## config.mk

```make
export PLATFORM = sky130hd
export DESIGN_NAME = biquad_with_coefficient_ramp
export DESIGN_NICKNAME = d
export VERILOG_FILES = /design/src/bqr_pkg.sv /design/src/bqr_div.sv /design/src/bqr_dp.sv /design/src/bqr_ctrl.sv /design/src/biquad_with_coefficient_ramp.sv
export SDC_FILE = /design/constraint.sdc
export NUM_CORES = 2
export LEC_CHECK = 0
export ABC_AREA = 0
export BUFFER_PORTS_ARGS = -buffer_cell sky130_fd_sc_hd__buf_2
export CAP_MARGIN = 40
export CORE_MARGIN = 5
export CORE_UTILIZATION = 45
export DETAILED_ROUTE_END_ITERATION = 10
export PLACE_DENSITY = 0.69
export REMOVE_ABC_BUFFERS = 1
export SYNTH_ARGS = -nofsm -noshare
export SYNTH_HDL_FRONTEND = slang
export SYNTH_SLANG_ARGS = --single-unit
```

## constraint.sdc

```tcl
create_clock -name clk -period 20.7 [get_ports clk]
set_input_delay 3.105 -clock clk [delete_from_list [all_inputs] [get_ports clk]]
set_output_delay 3.105 -clock clk [all_outputs]
set_load 0.01 [all_outputs]
```

## src/bqr_pkg.sv

```systemverilog
// ----------------------------------------------------------------------------
// bqr_pkg
// Shared types and constants for the ramped biquad: payload structs, register
// indexes, controller states and the command/status bundles between the
// controller and the datapath.
// ----------------------------------------------------------------------------
package bqr_pkg;

    localparam int NUM_COEF = 5;
    // Ramp dividend width: |delta| * k stays below 2^46, plus rounding half
    localparam int DIV_W    = 47;
    localparam int CNT_W    = 6;

    // Configuration register indexes; ramp slots use the same numbering
    typedef enum logic [2:0] {
        REG_B0   = 3'd0,
        REG_B1   = 3'd1,
        REG_B2   = 3'd2,
        REG_A1   = 3'd3,
        REG_A2   = 3'd4,
        REG_GAIN = 3'd5
    } reg_idx_t;

    typedef struct packed {
        logic signed [23:0] sample_in;
        logic [12:0]        block_length;
    } smp_item_t;

    typedef struct packed {
        logic signed [23:0] sample_out;
        logic               block_end;
    } res_item_t;

    // Multiplier operand pairs
    typedef enum logic [2:0] {
        MS_RAMP,
        MS_CX,
        MS_CYH,
        MS_CYL,
        MS_GYH,
        MS_GYL
    } mul_sel_t;

    typedef enum logic [1:0] {
        TERM_HOLD,
        TERM_SET,
        TERM_SET_HI,
        TERM_ADD
    } term_op_t;

    typedef enum logic [1:0] {
        ACC_HOLD,
        ACC_CLR,
        ACC_ADD,
        ACC_SUB
    } acc_op_t;

    typedef struct packed {
        logic     load;
        logic     mul_en;
        mul_sel_t mul_sel;
        logic [2:0] sel;
        logic     div_start;
        logic     div_step;
        logic     ramp_wb;
        logic     take_tgt;
        term_op_t term_op;
        acc_op_t  acc_op;
        logic     y_sat;
        logic     commit;
    } dp_cmd_t;

    typedef struct packed {
        logic len_zero;
        logic last;
    } dp_stat_t;

    typedef enum logic [3:0] {
        ST_IDLE,
        ST_SETUP,
        ST_RMUL,
        ST_RDIV_LD,
        ST_RDIV,
        ST_RWB,
        ST_FMUL,
        ST_FTERM,
        ST_FACC,
        ST_YSAT,
        ST_OUT
    } state_t;

endpackage

```

## src/bqr_div.sv

```systemverilog
// ----------------------------------------------------------------------------
// bqr_div
// Restoring divider, one quotient bit per step. The quotient shifts into the
// dividend register from the right.
// ----------------------------------------------------------------------------
module bqr_div (
    input  logic                      clk,
    input  logic                      start,
    input  logic                      step,
    input  logic [bqr_pkg::DIV_W-1:0] dividend,
    input  logic [12:0]               divisor,
    output logic [bqr_pkg::DIV_W-1:0] quot
);

    logic [12:0]               rem_reg;
    logic [12:0]               rem_next;
    logic [bqr_pkg::DIV_W-1:0] dvd_reg;
    logic [bqr_pkg::DIV_W-1:0] dvd_next;
    logic [13:0]               rem_sh;
    logic                      ge;

    // Trial subtract of the divisor from the shifted remainder
    always_comb
    begin
        rem_sh   = {rem_reg, dvd_reg[bqr_pkg::DIV_W-1]};
        ge       = rem_sh >= {1'b0, divisor};
        rem_next = ge ? 13'(rem_sh - {1'b0, divisor}) : rem_sh[12:0];
        dvd_next = {dvd_reg[bqr_pkg::DIV_W-2:0], ge};
    end

    // Load on start, advance one bit per step
    always_ff @(posedge clk)
    begin
        if (start)
        begin
            rem_reg <= '0;
            dvd_reg <= dividend;
        end
        else if (step)
        begin
            rem_reg <= rem_next;
            dvd_reg <= dvd_next;
        end
    end

    assign quot = dvd_reg;

endmodule

```

## src/bqr_dp.sv

```systemverilog
// ----------------------------------------------------------------------------
// bqr_dp
// Datapath: target and start registers, ramp multiply/divide, shared
// multiplier, term and accumulator registers, filter history and the output
// register.
// ----------------------------------------------------------------------------
module bqr_dp #(
    parameter int MAX_BLOCK = 4096
) (
    input  logic                clk,
    input  logic                rst_n,
    input  bqr_pkg::dp_cmd_t    cmd,
    output bqr_pkg::dp_stat_t   stat,
    input  bqr_pkg::smp_item_t  smp_data,
    input  logic                cfg_we,
    input  logic [2:0]          cfg_index,
    input  logic [31:0]         cfg_data,
    output logic                res_valid,
    input  logic                res_stall,
    output bqr_pkg::res_item_t  res_data
);

    localparam int IW = (MAX_BLOCK >= 8192) ? 13 :
                        ((MAX_BLOCK < 2) ? 1 : $clog2(MAX_BLOCK));

    logic signed [31:0] tgt_coef_reg [bqr_pkg::NUM_COEF];
    logic [23:0]        tgt_gain_reg;
    logic signed [31:0] start_coef_reg [bqr_pkg::NUM_COEF];
    logic [23:0]        start_gain_reg;
    logic signed [31:0] cur_coef_reg [bqr_pkg::NUM_COEF];
    logic [23:0]        cur_gain_reg;

    logic signed [23:0] x_reg;
    logic [12:0]        len_reg;
    logic               last_reg;
    logic [IW-1:0]      idx_reg;

    logic signed [23:0] prev_in1_reg;
    logic signed [23:0] prev_in2_reg;
    logic signed [39:0] prev_out1_reg;
    logic signed [39:0] prev_out2_reg;

    logic signed [58:0] prod_reg;
    logic signed [73:0] term_reg;
    logic signed [44:0] acc_reg;
    logic signed [39:0] y_reg;
    logic               pneg_reg;

    logic               res_valid_reg;
    bqr_pkg::res_item_t res_data_reg;

    logic [12:0]        len_c;
    logic [2:0]         ci;
    logic signed [33:0] mul_a;
    logic signed [24:0] mul_b;
    logic signed [33:0] diff;
    logic [IW:0]        k;
    logic signed [23:0] xsrc;
    logic signed [39:0] ysrc;
    logic [58:0]        mag;
    logic [bqr_pkg::DIV_W-1:0] dividend;
    logic [bqr_pkg::DIV_W-1:0] quot;
    logic signed [33:0] wb_base;
    logic signed [33:0] wb_val;
    logic signed [39:0] y_sat;
    logic signed [23:0] o_sat;

    // Clamp the block length and flag the block's last sample
    always_comb
    begin
        if (32'(smp_data.block_length) > MAX_BLOCK)
            len_c = 13'(MAX_BLOCK);
        else
            len_c = smp_data.block_length;
    end

    assign stat.len_zero = smp_data.block_length == 13'd0;
    assign stat.last     = last_reg;

    // Select multiplier operands
    always_comb
    begin
        ci   = (cmd.sel < 3'(bqr_pkg::REG_GAIN)) ? cmd.sel : 3'd0;
        k    = (IW+1)'(idx_reg) + (IW+1)'(1);
        xsrc = (cmd.sel == 3'(bqr_pkg::REG_B0)) ? x_reg :
               (cmd.sel == 3'(bqr_pkg::REG_B1)) ? prev_in1_reg : prev_in2_reg;
        ysrc = (cmd.sel == 3'(bqr_pkg::REG_A1)) ? prev_out1_reg : prev_out2_reg;
        if (cmd.sel == 3'(bqr_pkg::REG_GAIN))
            diff = $signed(34'(tgt_gain_reg)) - $signed(34'(start_gain_reg));
        else
            diff = 34'(tgt_coef_reg[ci]) - 34'(start_coef_reg[ci]);
        mul_a = 34'(cur_coef_reg[ci]);
        mul_b = '0;
        case (cmd.mul_sel)
            bqr_pkg::MS_RAMP:
            begin
                mul_a = diff;
                mul_b = $signed(25'(k));
            end
            bqr_pkg::MS_CX:  mul_b = 25'(xsrc);
            bqr_pkg::MS_CYH: mul_b = 25'($signed(ysrc[39:16]));
            bqr_pkg::MS_CYL: mul_b = $signed({9'b0, ysrc[15:0]});
            bqr_pkg::MS_GYH:
            begin
                mul_a = $signed({10'b0, cur_gain_reg});
                mul_b = 25'($signed(y_reg[39:16]));
            end
            bqr_pkg::MS_GYL:
            begin
                mul_a = $signed({10'b0, cur_gain_reg});
                mul_b = $signed({9'b0, y_reg[15:0]});
            end
            default: mul_b = '0;
        endcase
    end

    // Ramp dividend: magnitude plus half the divisor for round to nearest
    always_comb
    begin
        mag      = prod_reg[58] ? 59'(-prod_reg) : 59'(prod_reg);
        dividend = bqr_pkg::DIV_W'(mag) + bqr_pkg::DIV_W'(len_reg >> 1);
    end

    bqr_div u_div (
        .clk      (clk),
        .start    (cmd.div_start),
        .step     (cmd.div_step),
        .dividend (dividend),
        .divisor  (len_reg),
        .quot     (quot)
    );

    // Ramped value: start moved toward target by the rounded quotient
    always_comb
    begin
        if (cmd.sel == 3'(bqr_pkg::REG_GAIN))
            wb_base = $signed(34'(start_gain_reg));
        else
            wb_base = 34'(start_coef_reg[ci]);
        wb_val = pneg_reg ? wb_base - $signed(quot[33:0]) : wb_base + $signed(quot[33:0]);
    end

    // Saturate the filter sum and the scaled output
    always_comb
    begin
        if (acc_reg[44:39] != {6{acc_reg[44]}})
            y_sat = acc_reg[44] ? {1'b1, 39'b0} : {1'b0, {39{1'b1}}};
        else
            y_sat = acc_reg[39:0];
        if (term_reg[73:39] != {35{term_reg[73]}})
            o_sat = term_reg[73] ? {1'b1, 23'b0} : {1'b0, {23{1'b1}}};
        else
            o_sat = term_reg[39:16];
    end

    // Hold targets and ramp start values
    always_ff @(posedge clk or negedge rst_n)
    begin
        if (!rst_n)
        begin
            for (int i = 0; i < bqr_pkg::NUM_COEF; i++)
            begin
                tgt_coef_reg[i]   <= (i == 0) ? 32'sh4000_0000 : 32'sd0;
                start_coef_reg[i] <= (i == 0) ? 32'sh4000_0000 : 32'sd0;
            end
            tgt_gain_reg   <= 24'd65536;
            start_gain_reg <= 24'd65536;
        end
        else
        begin
            if (cfg_we)
            begin
                case (bqr_pkg::reg_idx_t'(cfg_index))
                    bqr_pkg::REG_B0,
                    bqr_pkg::REG_B1,
                    bqr_pkg::REG_B2,
                    bqr_pkg::REG_A1,
                    bqr_pkg::REG_A2: tgt_coef_reg[cfg_index] <= cfg_data;
                    bqr_pkg::REG_GAIN: tgt_gain_reg <= cfg_data[23:0];
                    default: ;
                endcase
            end
            if (cmd.commit && last_reg)
            begin
                for (int i = 0; i < bqr_pkg::NUM_COEF; i++)
                    start_coef_reg[i] <= tgt_coef_reg[i];
                start_gain_reg <= tgt_gain_reg;
            end
        end
    end

    // Filter history, block position and the result valid flag
    always_ff @(posedge clk or negedge rst_n)
    begin
        if (!rst_n)
        begin
            prev_in1_reg  <= '0;
            prev_in2_reg  <= '0;
            prev_out1_reg <= '0;
            prev_out2_reg <= '0;
            idx_reg       <= '0;
            res_valid_reg <= 1'b0;
        end
        else
        begin
            if (cmd.commit)
            begin
                prev_in2_reg  <= prev_in1_reg;
                prev_in1_reg  <= x_reg;
                prev_out2_reg <= prev_out1_reg;
                prev_out1_reg <= y_reg;
                idx_reg       <= last_reg ? '0 : idx_reg + IW'(1);
                res_valid_reg <= 1'b1;
            end
            else if (res_valid_reg && !res_stall)
            begin
                res_valid_reg <= 1'b0;
            end
        end
    end

    // Working registers
    always_ff @(posedge clk)
    begin
        if (cmd.load)
        begin
            x_reg    <= smp_data.sample_in;
            len_reg  <= len_c;
            last_reg <= 14'(idx_reg) >= (14'(len_c) - 14'd1);
        end
        if (cmd.mul_en)
            prod_reg <= mul_a * mul_b;
        if (cmd.div_start)
            pneg_reg <= prod_reg[58];
        if (cmd.ramp_wb)
        begin
            if (cmd.sel == 3'(bqr_pkg::REG_GAIN))
                cur_gain_reg <= wb_val[23:0];
            else
                cur_coef_reg[ci] <= wb_val[31:0];
        end
        if (cmd.take_tgt)
        begin
            for (int i = 0; i < bqr_pkg::NUM_COEF; i++)
                cur_coef_reg[i] <= tgt_coef_reg[i];
            cur_gain_reg <= tgt_gain_reg;
        end
        case (cmd.term_op)
            bqr_pkg::TERM_SET:    term_reg <= 74'(prod_reg);
            bqr_pkg::TERM_SET_HI: term_reg <= 74'(prod_reg) <<< 16;
            bqr_pkg::TERM_ADD:    term_reg <= term_reg + 74'(prod_reg);
            default: ;
        endcase
        case (cmd.acc_op)
            bqr_pkg::ACC_CLR: acc_reg <= '0;
            bqr_pkg::ACC_ADD: acc_reg <= acc_reg + 45'(term_reg >>> 30);
            bqr_pkg::ACC_SUB: acc_reg <= acc_reg - 45'(term_reg >>> 30);
            default: ;
        endcase
        if (cmd.y_sat)
            y_reg <= y_sat;
        if (cmd.commit)
        begin
            res_data_reg.sample_out <= o_sat;
            res_data_reg.block_end  <= last_reg;
        end
    end

    assign res_valid = res_valid_reg;
    assign res_data  = res_data_reg;

endmodule

```

## src/bqr_ctrl.sv

```systemverilog
// ----------------------------------------------------------------------------
// bqr_ctrl
// Sequencer: ramps the six values one at a time through the multiplier and divider
// (or loads the targets on a block's last sample), then runs the five filter terms and the output scaling.
// ----------------------------------------------------------------------------
module bqr_ctrl (
    input  logic              clk,
    input  logic              rst_n,
    input  logic              smp_valid,
    output logic              smp_stall,
    input  logic              res_valid,
    input  logic              res_stall,
    input  bqr_pkg::dp_stat_t stat,
    output bqr_pkg::dp_cmd_t  cmd
);

    bqr_pkg::state_t          state_reg;
    bqr_pkg::state_t          state_next;
    logic [2:0]               sel_reg;
    logic [2:0]               sel_next;
    logic                     half_reg;
    logic                     half_next;
    logic [bqr_pkg::CNT_W-1:0] cnt_reg;
    logic [bqr_pkg::CNT_W-1:0] cnt_next;
    logic                     fb_term;

    assign fb_term = sel_reg >= 3'(bqr_pkg::REG_A1);

    // Next state
    always_comb
    begin
        state_next = state_reg;
        sel_next   = sel_reg;
        half_next  = half_reg;
        cnt_next   = cnt_reg;
        case (state_reg)
            bqr_pkg::ST_IDLE:
                if (smp_valid && !stat.len_zero)
                    state_next = bqr_pkg::ST_SETUP;
            bqr_pkg::ST_SETUP:
            begin
                sel_next   = 3'(bqr_pkg::REG_B0);
                half_next  = 1'b0;
                state_next = stat.last ? bqr_pkg::ST_FMUL : bqr_pkg::ST_RMUL;
            end
            bqr_pkg::ST_RMUL:
                state_next = bqr_pkg::ST_RDIV_LD;
            bqr_pkg::ST_RDIV_LD:
            begin
                cnt_next   = '0;
                state_next = bqr_pkg::ST_RDIV;
            end
            bqr_pkg::ST_RDIV:
            begin
                cnt_next = cnt_reg + 1'b1;
                if (cnt_reg == bqr_pkg::CNT_W'(bqr_pkg::DIV_W - 1))
                    state_next = bqr_pkg::ST_RWB;
            end
            bqr_pkg::ST_RWB:
            begin
                if (sel_reg == 3'(bqr_pkg::REG_GAIN))
                begin
                    sel_next   = 3'(bqr_pkg::REG_B0);
                    state_next = bqr_pkg::ST_FMUL;
                end
                else
                begin
                    sel_next   = sel_reg + 3'd1;
                    state_next = bqr_pkg::ST_RMUL;
                end
            end
            bqr_pkg::ST_FMUL:
                state_next = bqr_pkg::ST_FTERM;
            bqr_pkg::ST_FTERM:
            begin
                if (fb_term && !half_reg)
                begin
                    half_next  = 1'b1;
                    state_next = bqr_pkg::ST_FMUL;
                end
                else
                begin
                    half_next  = 1'b0;
                    state_next = (sel_reg == 3'(bqr_pkg::REG_GAIN)) ?
                                 bqr_pkg::ST_OUT : bqr_pkg::ST_FACC;
                end
            end
            bqr_pkg::ST_FACC:
            begin
                if (sel_reg == 3'(bqr_pkg::REG_A2))
                    state_next = bqr_pkg::ST_YSAT;
                else
                begin
                    sel_next   = sel_reg + 3'd1;
                    state_next = bqr_pkg::ST_FMUL;
                end
            end
            bqr_pkg::ST_YSAT:
            begin
                sel_next   = 3'(bqr_pkg::REG_GAIN);
                half_next  = 1'b0;
                state_next = bqr_pkg::ST_FMUL;
            end
            bqr_pkg::ST_OUT:
                if (!res_valid || !res_stall)
                    state_next = bqr_pkg::ST_IDLE;
            default:
                state_next = bqr_pkg::ST_IDLE;
        endcase
    end

    // Command outputs
    always_comb
    begin
        cmd         = '0;
        cmd.sel     = sel_reg;
        cmd.mul_sel = bqr_pkg::MS_RAMP;
        cmd.term_op = bqr_pkg::TERM_HOLD;
        cmd.acc_op  = bqr_pkg::ACC_HOLD;
        case (state_reg)
            bqr_pkg::ST_IDLE:
                cmd.load = smp_valid && !stat.len_zero;
            bqr_pkg::ST_SETUP:
            begin
                cmd.acc_op   = bqr_pkg::ACC_CLR;
                cmd.take_tgt = stat.last;
            end
            bqr_pkg::ST_RMUL:
                cmd.mul_en = 1'b1;
            bqr_pkg::ST_RDIV_LD:
                cmd.div_start = 1'b1;
            bqr_pkg::ST_RDIV:
                cmd.div_step = 1'b1;
            bqr_pkg::ST_RWB:
                cmd.ramp_wb = 1'b1;
            bqr_pkg::ST_FMUL:
            begin
                cmd.mul_en = 1'b1;
                if (sel_reg == 3'(bqr_pkg::REG_GAIN))
                    cmd.mul_sel = half_reg ? bqr_pkg::MS_GYL : bqr_pkg::MS_GYH;
                else if (fb_term)
                    cmd.mul_sel = half_reg ? bqr_pkg::MS_CYL : bqr_pkg::MS_CYH;
                else
                    cmd.mul_sel = bqr_pkg::MS_CX;
            end
            bqr_pkg::ST_FTERM:
            begin
                if (!fb_term)
                    cmd.term_op = bqr_pkg::TERM_SET;
                else
                    cmd.term_op = half_reg ? bqr_pkg::TERM_ADD : bqr_pkg::TERM_SET_HI;
            end
            bqr_pkg::ST_FACC:
                cmd.acc_op = fb_term ? bqr_pkg::ACC_SUB : bqr_pkg::ACC_ADD;
            bqr_pkg::ST_YSAT:
                cmd.y_sat = 1'b1;
            bqr_pkg::ST_OUT:
                cmd.commit = !res_valid || !res_stall;
            default: ;
        endcase
    end

    assign smp_stall = state_reg != bqr_pkg::ST_IDLE;

    // Advance the sequencer
    always_ff @(posedge clk or negedge rst_n)
    begin
        if (!rst_n)
        begin
            state_reg <= bqr_pkg::ST_IDLE;
            sel_reg   <= '0;
            half_reg  <= 1'b0;
            cnt_reg   <= '0;
        end
        else
        begin
            state_reg <= state_next;
            sel_reg   <= sel_next;
            half_reg  <= half_next;
            cnt_reg   <= cnt_next;
        end
    end

endmodule

```

## src/biquad_with_coefficient_ramp.sv

```systemverilog
// ----------------------------------------------------------------------------
// biquad_with_coefficient_ramp
// Direct-form-1 biquad with output gain; coefficients and gain ramp linearly
// across each block and land on the configured targets at its last sample.
//
//   channel  signals                          direction  contents
//   smp      smp_valid smp_stall smp_data     in         sample_in, block_length
//   res      res_valid res_stall res_data     out        sample_out, block_end
//   cfg      cfg_we cfg_index cfg_data        in         b0 b1 b2 a1 a2 gain
//
// On a block's last sample the coefficients and gain load from the targets; any
// other sample first runs six ramp steps (multiply, divider load, 47 one-bit
// divide steps, write-back). Filter terms share one 34x25 multiplier: a
// feedforward term is one product; feedback terms and gain use high/low halves.
// A sample with zero block length is taken and dropped.
// The next sample is taken while a finished result waits on res_stall.
// Reset loads the default targets and clears history and block position.
// ----------------------------------------------------------------------------
module biquad_with_coefficient_ramp #(
    parameter int MAX_BLOCK = 4096
) (
    input  logic               clk,
    input  logic               rst_n,
    input  logic               smp_valid,
    output logic               smp_stall,
    input  bqr_pkg::smp_item_t smp_data,
    output logic               res_valid,
    input  logic               res_stall,
    output bqr_pkg::res_item_t res_data,
    input  logic               cfg_we,
    input  logic [2:0]         cfg_index,
    input  logic [31:0]        cfg_data
);

    bqr_pkg::dp_cmd_t  cmd;
    bqr_pkg::dp_stat_t stat;

    bqr_ctrl u_ctrl (
        .clk       (clk),
        .rst_n     (rst_n),
        .smp_valid (smp_valid),
        .smp_stall (smp_stall),
        .res_valid (res_valid),
        .res_stall (res_stall),
        .stat      (stat),
        .cmd       (cmd)
    );

    bqr_dp #(
        .MAX_BLOCK (MAX_BLOCK)
    ) u_dp (
        .clk       (clk),
        .rst_n     (rst_n),
        .cmd       (cmd),
        .stat      (stat),
        .smp_data  (smp_data),
        .cfg_we    (cfg_we),
        .cfg_index (cfg_index),
        .cfg_data  (cfg_data),
        .res_valid (res_valid),
        .res_stall (res_stall),
        .res_data  (res_data)
    );

endmodule
```

# --- After elaboration in Yosys (flattened, before gate mapping) ---
# Memory sizes are Yosys's and may differ from the RTL's.
# Cells that the tools add are included.
word_totals:
  register_bits: 889
  latch_bits: 0
  mem_bits_rw: 160
  mem_bits_ro: 0
  inputBits: 77
  out_inout_bits: 27
  wordCells: 210
  mem_count: 1
op_classes:
  add_sub_neg: 15
  multipliers: 1
  div_mod_pow: 0
  order_cmp: 8
  eq_ne: 37
  n_shift: 0
  n_mux: 76
  n_bitwise: 2
  n_reduce_logical: 35
memory_table:
  columns: ["memory", "words", "word_bits", "rd", "rd_ports_with_merged_regs", "write_ports", "line_no", "text"]
  rows:
  - ["u_dp.cur_coef_reg", 5, 32, 1, 0, 5, "bqr_dp.sv:30", "logic signed [31:0] cur_coef_reg [bqr_pkg::NUM_COEF];"]
op_table:
  columns: ["op", "n"]
  rows:
  - ["$mux 32", 8]
  - ["$pmux 74 s3", 1]
  - ["$bmux 32 s3", 2]
  - ["$mux 24", 7]
  - ["$bwmux 160", 1]
  - ["$pmux 25 s6", 1]
  - ["$mux 47", 3]
  - ["$pmux 45 s3", 1]
  - ["$mux 40", 3]
  - ["$demux 32 s3", 1]
  - ["$add 74x59->74", 1]
  - ["$pmux 34 s2", 1]
  - ["$mul 34x25->59", 1]
  - ["$add 47x12->47", 1]
  - ["$neg 47->47", 1]
  - ["$add 45x44->45", 1]
  - ["$sub 45x44->45", 1]
  - ["$pmux 4 s11", 1]
  - ["$mux 34", 1]
  - ["$ne 34x34->1", 1]
  - ["$sub 32x32->33", 1]
  - ["$add 32x32->32", 1]
  - ["$reduce_or 32->1", 1]
  - ["$sub 32x32->32", 1]
  - ["51 further kinds", 132]

# --- Logic depth before layout (Yosys ltp) ---
depth:
  depth_word: 12
  ltp_mapped: 54
  ltp_nobuf: 48

# --- Modules after synthesis ---
# Synthesis repeated with hierarchy kept, for this count alone.
unflattened:
  hier_cells: 9283
  hier_area_um2: 91630.4
modules_own_cells:
  columns: ["mod", "n_inst", "cells_per_inst", "area_each_um2", "seq_area_each_um2"]
  rows:
  - ["bqr_dp", 1, 8875, 87253.7, 26735.6]
  - ["bqr_div", 1, 278, 3329.4, 1671.6]
  - ["bqr_ctrl", 1, 130, 1047.3, 350.3]

# --- Worst setup path before layout ---
# OpenSTA, ideal clock, no wires.
synth_timing:
  path_kind: "reg-to-reg"
  start: "register u_ctrl.sel_reg[1]"
  end: "register u_dp.prod_reg[58], data pin"
  setup_time_ns: 0.260
  arrival_ns: 12.717
  required_ns: 20.440
  slack_ns: 7.723
  path_stages_with_launch: 47
  n_path_buf: 8
  period_less_slack_ns: 12.977
  cell_sequence: "dfrtp_1 > clkbuf_1 > buf_1 > clkbuf_1 > buf_1 > clkbuf_1 > buf_1 > clkbuf_1 > mux2i_1 > a21oi_1 > fa_1 > a21o_1 > a21oi_1 > o21bai_1 > a21oi_1 > o21ai_0 > a41oi_1 > a21oi_1 > (+11 left out) > inv_1 > fa_1 > inv_1 > fa_1 > inv_1 > ha_1 > a21o_1 > a21o_1 > a21oi_1 > o21ai_0 > a41oi_1 > o21ai_0 > a41oi_1 > o21ai_0 > o21ai_0 > o21ai_0 > a21oi_1 > xnor2_1"
synth_between:
  elab_chain_cells: 10
  elab_cells_between_ends: 33
  cone_classes: "1 x add/sub; 1 x mul; 2 x order compare; 8 x eq/ne; 16 x mux; 1 x bitwise; 3 x reduce/logical; 1 x memory"
synth_rtl:
  columns: ["element", "line_no", "text"]
  rows:
  - ["start, declared", "bqr_ctrl.sv:19", "logic [2:0] sel_reg;"]
  - ["start signal, assigned", "bqr_ctrl.sv:178", "sel_reg <= sel_next;"]
  - ["$lt 3x3->1", "bqr_dp.sv:83", "ci = (cmd.sel < 3'(bqr_pkg::REG_GAIN)) ? cmd.sel : 3'd0;"]
  - ["$mux 3", "bqr_dp.sv:83", null]
  - ["$not 3->4 (implied by the code)", "bqr_dp.sv:91", "diff = 34'(tgt_coef_reg[ci]) - 34'(start_coef_reg[ci]);"]
  - ["$bmux 32 s3", "bqr_dp.sv:91", null]
  - ["$mux 32 (implied by the code) (2 in series)", "bqr_dp.sv:91", null]
  - ["$sub 32x32->33", "bqr_dp.sv:91", null]
  - ["$mux 34", "bqr_dp.sv:88", "if (cmd.sel == 3'(bqr_pkg::REG_GAIN))"]
  - ["$pmux 34 s2", "bqr_dp.sv:94", "case (cmd.mul_sel)"]
  - ["$mul 34x25->59 *", "bqr_dp.sv:232", "prod_reg <= mul_a * mul_b;"]
  - ["end signal, assigned", "bqr_dp.sv:232", null]
  - ["end, declared", "bqr_dp.sv:43", "logic signed [58:0] prod_reg;"]
# Mark *: on every way between the ends. The rest lies on a longest branch, timed or not. The select of a mux whose other input is x is not followed.
# A chain may end at the register's enable or synchronous reset.

# --- Final worst setup path ---
# Same ends and word-level chain as after synthesis.

==> flow_summary.json <==
{
  "clock_tree.root_cell": "sky130_fd_sc_hd__clkbuf_16",
  "area_growth_syn_to_layout_pct": 8.88,
  "max_slew.worst_pin.slew_ns": 1.06,
  "groute.layer.met3.usage_pct": 5.22,
  "final_max_slew_viol_count": 0,
  "yosys-top-cells-count": "sky130_fd_sc_hd__nand2_1, sky130_fd_sc_hd__inv_1, sky130_fd_sc_hd__fa_1, sky130_fd_sc_hd__nor2_1, sky130_fd_sc_hd__dfrtp_1",
  "floorplan.initialDensity_pct": 45.2,
  "first_global_vias": 73108,
  "cts_tree": "done",
  "most_common_cell_in_the_netlist": "sky130_fd_sc_hd__nand2_1",
  "worst_ep_arrival_time_ns": 14.41,
  "ys_warn_count": 0,
  "synth.distinct_cells": 87,
  "cpMostUsedCell": "sky130_fd_sc_hd__fa_1",
  "antenna_violation_net_count_after_detailed_routing": 0,
  "finalWeightedCongestion": 1.01,
  "max_cap_viol_count": 0,
  "grt_first_pass_wirelength_mm": 442,
  "hold_violations": 0,
  "port_buffers": 103,
  "unrepaired_setup_endpoints_after_global_routing": "no",
  "cts_buffer_depth": 3,
  "clock_buffers_created_by_tritoncts": 116,
  "die_h_um": 458,
  "rows": 164,
  "final-setup-viol-count": 0,
  "detail_route.iter0.violations": 7230,
  "vias_per_cell": 5.93,
  "die-width_um": 458,
  "worstPathRequired_ns": 21.21,
  "design.portCount": 104,
  "cts_resized": 0,
  "groute.layer.met2.usage_pct": 43.6,
  "synthTopCellsByArea": "sky130_fd_sc_hd__fa_1, sky130_fd_sc_hd__edfxtp_1, sky130_fd_sc_hd__dfrtp_1",
  "netlist_instances": 9445,
  "core_region_area_mm2": 0.200,
  "timing.setup.tns_ns": 0,
  "groute.layer.met1.usage_pct": 35.1,
  "antenna_found_initial": 12,
  "worst_path_max_delay_cell": "sky130_fd_sc_hd__a221oi_1",
  "cts.htree.levels": 3,
  "synthesis.area_per_instance_um2": 9.57,
  "yosysSeqAreaShare_pct": 31.8,
  "synthDominantAreaCellType": "sky130_fd_sc_hd__fa_1",
  "drcViolationCount": 0,
  "hpwl_mm": 218,
  "clk_pin_slew_ns": 0.07,
  "synth_seq_cells": 1049,
  "clock-skew-final_ns": 0.0419,
  "synthFlopType": "sky130_fd_sc_hd__dfrtp_1",
  "number_of_enable_type_register_cells_in_the_synthesized_netlist": 513,
  "final_layout_size_suffix_gt1_share_pct": 10.3,
  "final_net_count": 10690,
  "design.die.area_mm2": 0.210,
  "clock_sink_count": 1049,
  "largest_driver_fanout_on_the_critical_path": 49,
  "wl_per_cell_um": 24.0,
  "holdBufCountCts": 0,
  "timing.final.crit_share_pct": 67.1,
  "max_slew_margin_pct": 29.0,
  "outcome": "complete, no violations",
  "grt_util_all_layers_pct": 27.3,
  "num_vias": 71869,
  "wirelength_mm": 291,
  "synth_top_cell_area_share_pct": 19.0,
  "fmaxAchievable_mhz": 71.9,
  "insertion_delay_ns": 0.82,
  "postSynth.asyncResetShare_pct": 49.9,
  "first_pass_iters": 9,
  "top_usage_layer": "met2",
  "postCtsSetupRepairBufs": 0,
  "grt_overflow_total": 0,
  "setup.worst_path.start_class": "flop",
  "worst_hold_path_type": "reg2reg",
  "shortest_period_the_worst_path_allows_ns": 13.90,
  "grt_start_max_net_pins": 104,
  "mappedNetlistArea_mm2": 0.0904,
  "critical_path.endpoint_type": "flop",
  "cpPeakStageDelay_ns": 0.82,
  "worstSetupPathType": "reg2reg"
}
[layout by cell type (no fill, tap or decap), types with 23 or more instances in the layout]
| cell | n |
|---|---|
| sky130_fd_sc_hd__clkbuf_16 | 120 |
| sky130_fd_sc_hd__nand2_1 | 1284 |
| sky130_fd_sc_hd__o211ai_1 | 25 |
| sky130_fd_sc_hd__o21ai_0 | 383 |
| sky130_fd_sc_hd__edfxtp_1 | 513 |
| sky130_fd_sc_hd__clkinv_2 | 31 |
| sky130_fd_sc_hd__or2_2 | 23 |
| sky130_fd_sc_hd__a21oi_1 | 453 |
| sky130_fd_sc_hd__nor4_1 | 25 |
| sky130_fd_sc_hd__and2_1 | 58 |
| sky130_fd_sc_hd__o21bai_1 | 59 |
| sky130_fd_sc_hd__mux2i_1 | 207 |
| sky130_fd_sc_hd__nor3_1 | 79 |
| sky130_fd_sc_hd__xnor2_1 | 282 |
| sky130_fd_sc_hd__nand4_1 | 71 |
| sky130_fd_sc_hd__nand3_1 | 102 |
| sky130_fd_sc_hd__nor2b_1 | 54 |
| sky130_fd_sc_hd__o221ai_1 | 37 |
| sky130_fd_sc_hd__o22ai_1 | 86 |
| sky130_fd_sc_hd__a21o_1 | 333 |
| sky130_fd_sc_hd__xor2_1 | 140 |
| sky130_fd_sc_hd__a22oi_1 | 67 |
| sky130_fd_sc_hd__nand2b_1 | 54 |
| sky130_fd_sc_hd__or3_1 | 30 |
| sky130_fd_sc_hd__a31oi_1 | 46 |
| sky130_fd_sc_hd__a211oi_1 | 42 |
| sky130_fd_sc_hd__and3_1 | 47 |
| sky130_fd_sc_hd__ha_1 | 410 |
| sky130_fd_sc_hd__o21a_1 | 56 |
| sky130_fd_sc_hd__fa_1 | 856 |
| sky130_fd_sc_hd__buf_4 | 165 |
| sky130_fd_sc_hd__buf_2 | 107 |
| sky130_fd_sc_hd__o31ai_1 | 54 |
| sky130_fd_sc_hd__mux2_2 | 373 |
| sky130_fd_sc_hd__dfrtp_1 | 516 |
| sky130_fd_sc_hd__inv_1 | 1097 |
| sky130_fd_sc_hd__nor2_1 | 745 |
[final timing paths]
| path | from | end | slack, ns | cells past startpoint |
|---|---|---|---|---|
| worst max register to register | u_ctrl.sel_reg[1] | u_dp.prod_reg[58] | 6.80 | 41 |
| min in group asynchronous | rst_n | u_dp.prev_in2_reg[3] | 2.32 | 1 |
| worst min register to register | u_dp.prev_in2_reg[14] | u_dp.prev_in2_reg[14] | 0.47 | 2 |
| worst min-delay path | u_dp.prev_in2_reg[14] | u_dp.prev_in2_reg[14] | 0.47 | 2 |
| worst max-delay path | u_ctrl.sel_reg[1] | u_dp.prod_reg[58] | 6.80 | 41 |
| max in group asynchronous | rst_n | u_dp.start_coef_reg[158] | 15.36 | 5 |
[critical path: cells and delay by family, from the launching register on]
kind / cells / cell delay [ns]
fa+ha+maj: 9 / 4.33
simple gates: 4 / 0.58
mux: 1 / 0.28
flops: 1 / 0.49
buf+inv: 7 / 1.47
compound gates: 18 / 5.99
xor+xnor: 2 / 0.32
[layer usage]
layer	vias up	wire, um
met5	-	27
met4	4	19500
met3	864	25100
met2	3417	132000
met1	36054	114000
li1	31530	-
[logic make-up after synthesis]
kind of cell               share of synthesized area (%)
and+or+nand+nor                                     12.7
muxes                                               6.94
buffers and inverters                               6.72
adders and majority gates                           24.6
xor gates and xnor gates                            4.11
DFF                                                 31.8
AOI/OAI and AO/OA                                   13.1
[metrics by stage]
| step | utilization (%) | setup WS (ns) | instance area (um^2) | instances | hold WS (ns) |
|---|---|---|---|---|---|
| 4_1_cts | 49.2 | 7.00 | 98400 | 12105 | 0.476 |
| 6_report | 49.2 | 6.80 | 98400 | 12110 | 0.474 |
| 2_1_floorplan | - | 3.36 | 88500 | 8934 | 0.426 |
| 3_3_place_gp | 47.0 | 6.93 | 94000 | 11854 | 0.453 |
| 5_1_grt | 49.2 | 6.25 | 98400 | 12107 | 0.494 |
| 3_5_place_dp | 47.3 | 7.09 | 94500 | 11883 | 0.457 |
[layout make-up]
cell class                 count  area, um^2
timing repair buffer         294        2260
sequential                  1049       28800
antenna                        4        10.0
clock buffer                 153        3240
clock inverter                69         663
tap                         2656        3320
fill                       18212      101000
multi-input combinational   6783       56000
inverter                    1102        4140
Power is left out: the tool's default activity adds up to more than one toggle a clock period on the data nets, which glitch-free logic cannot reach.
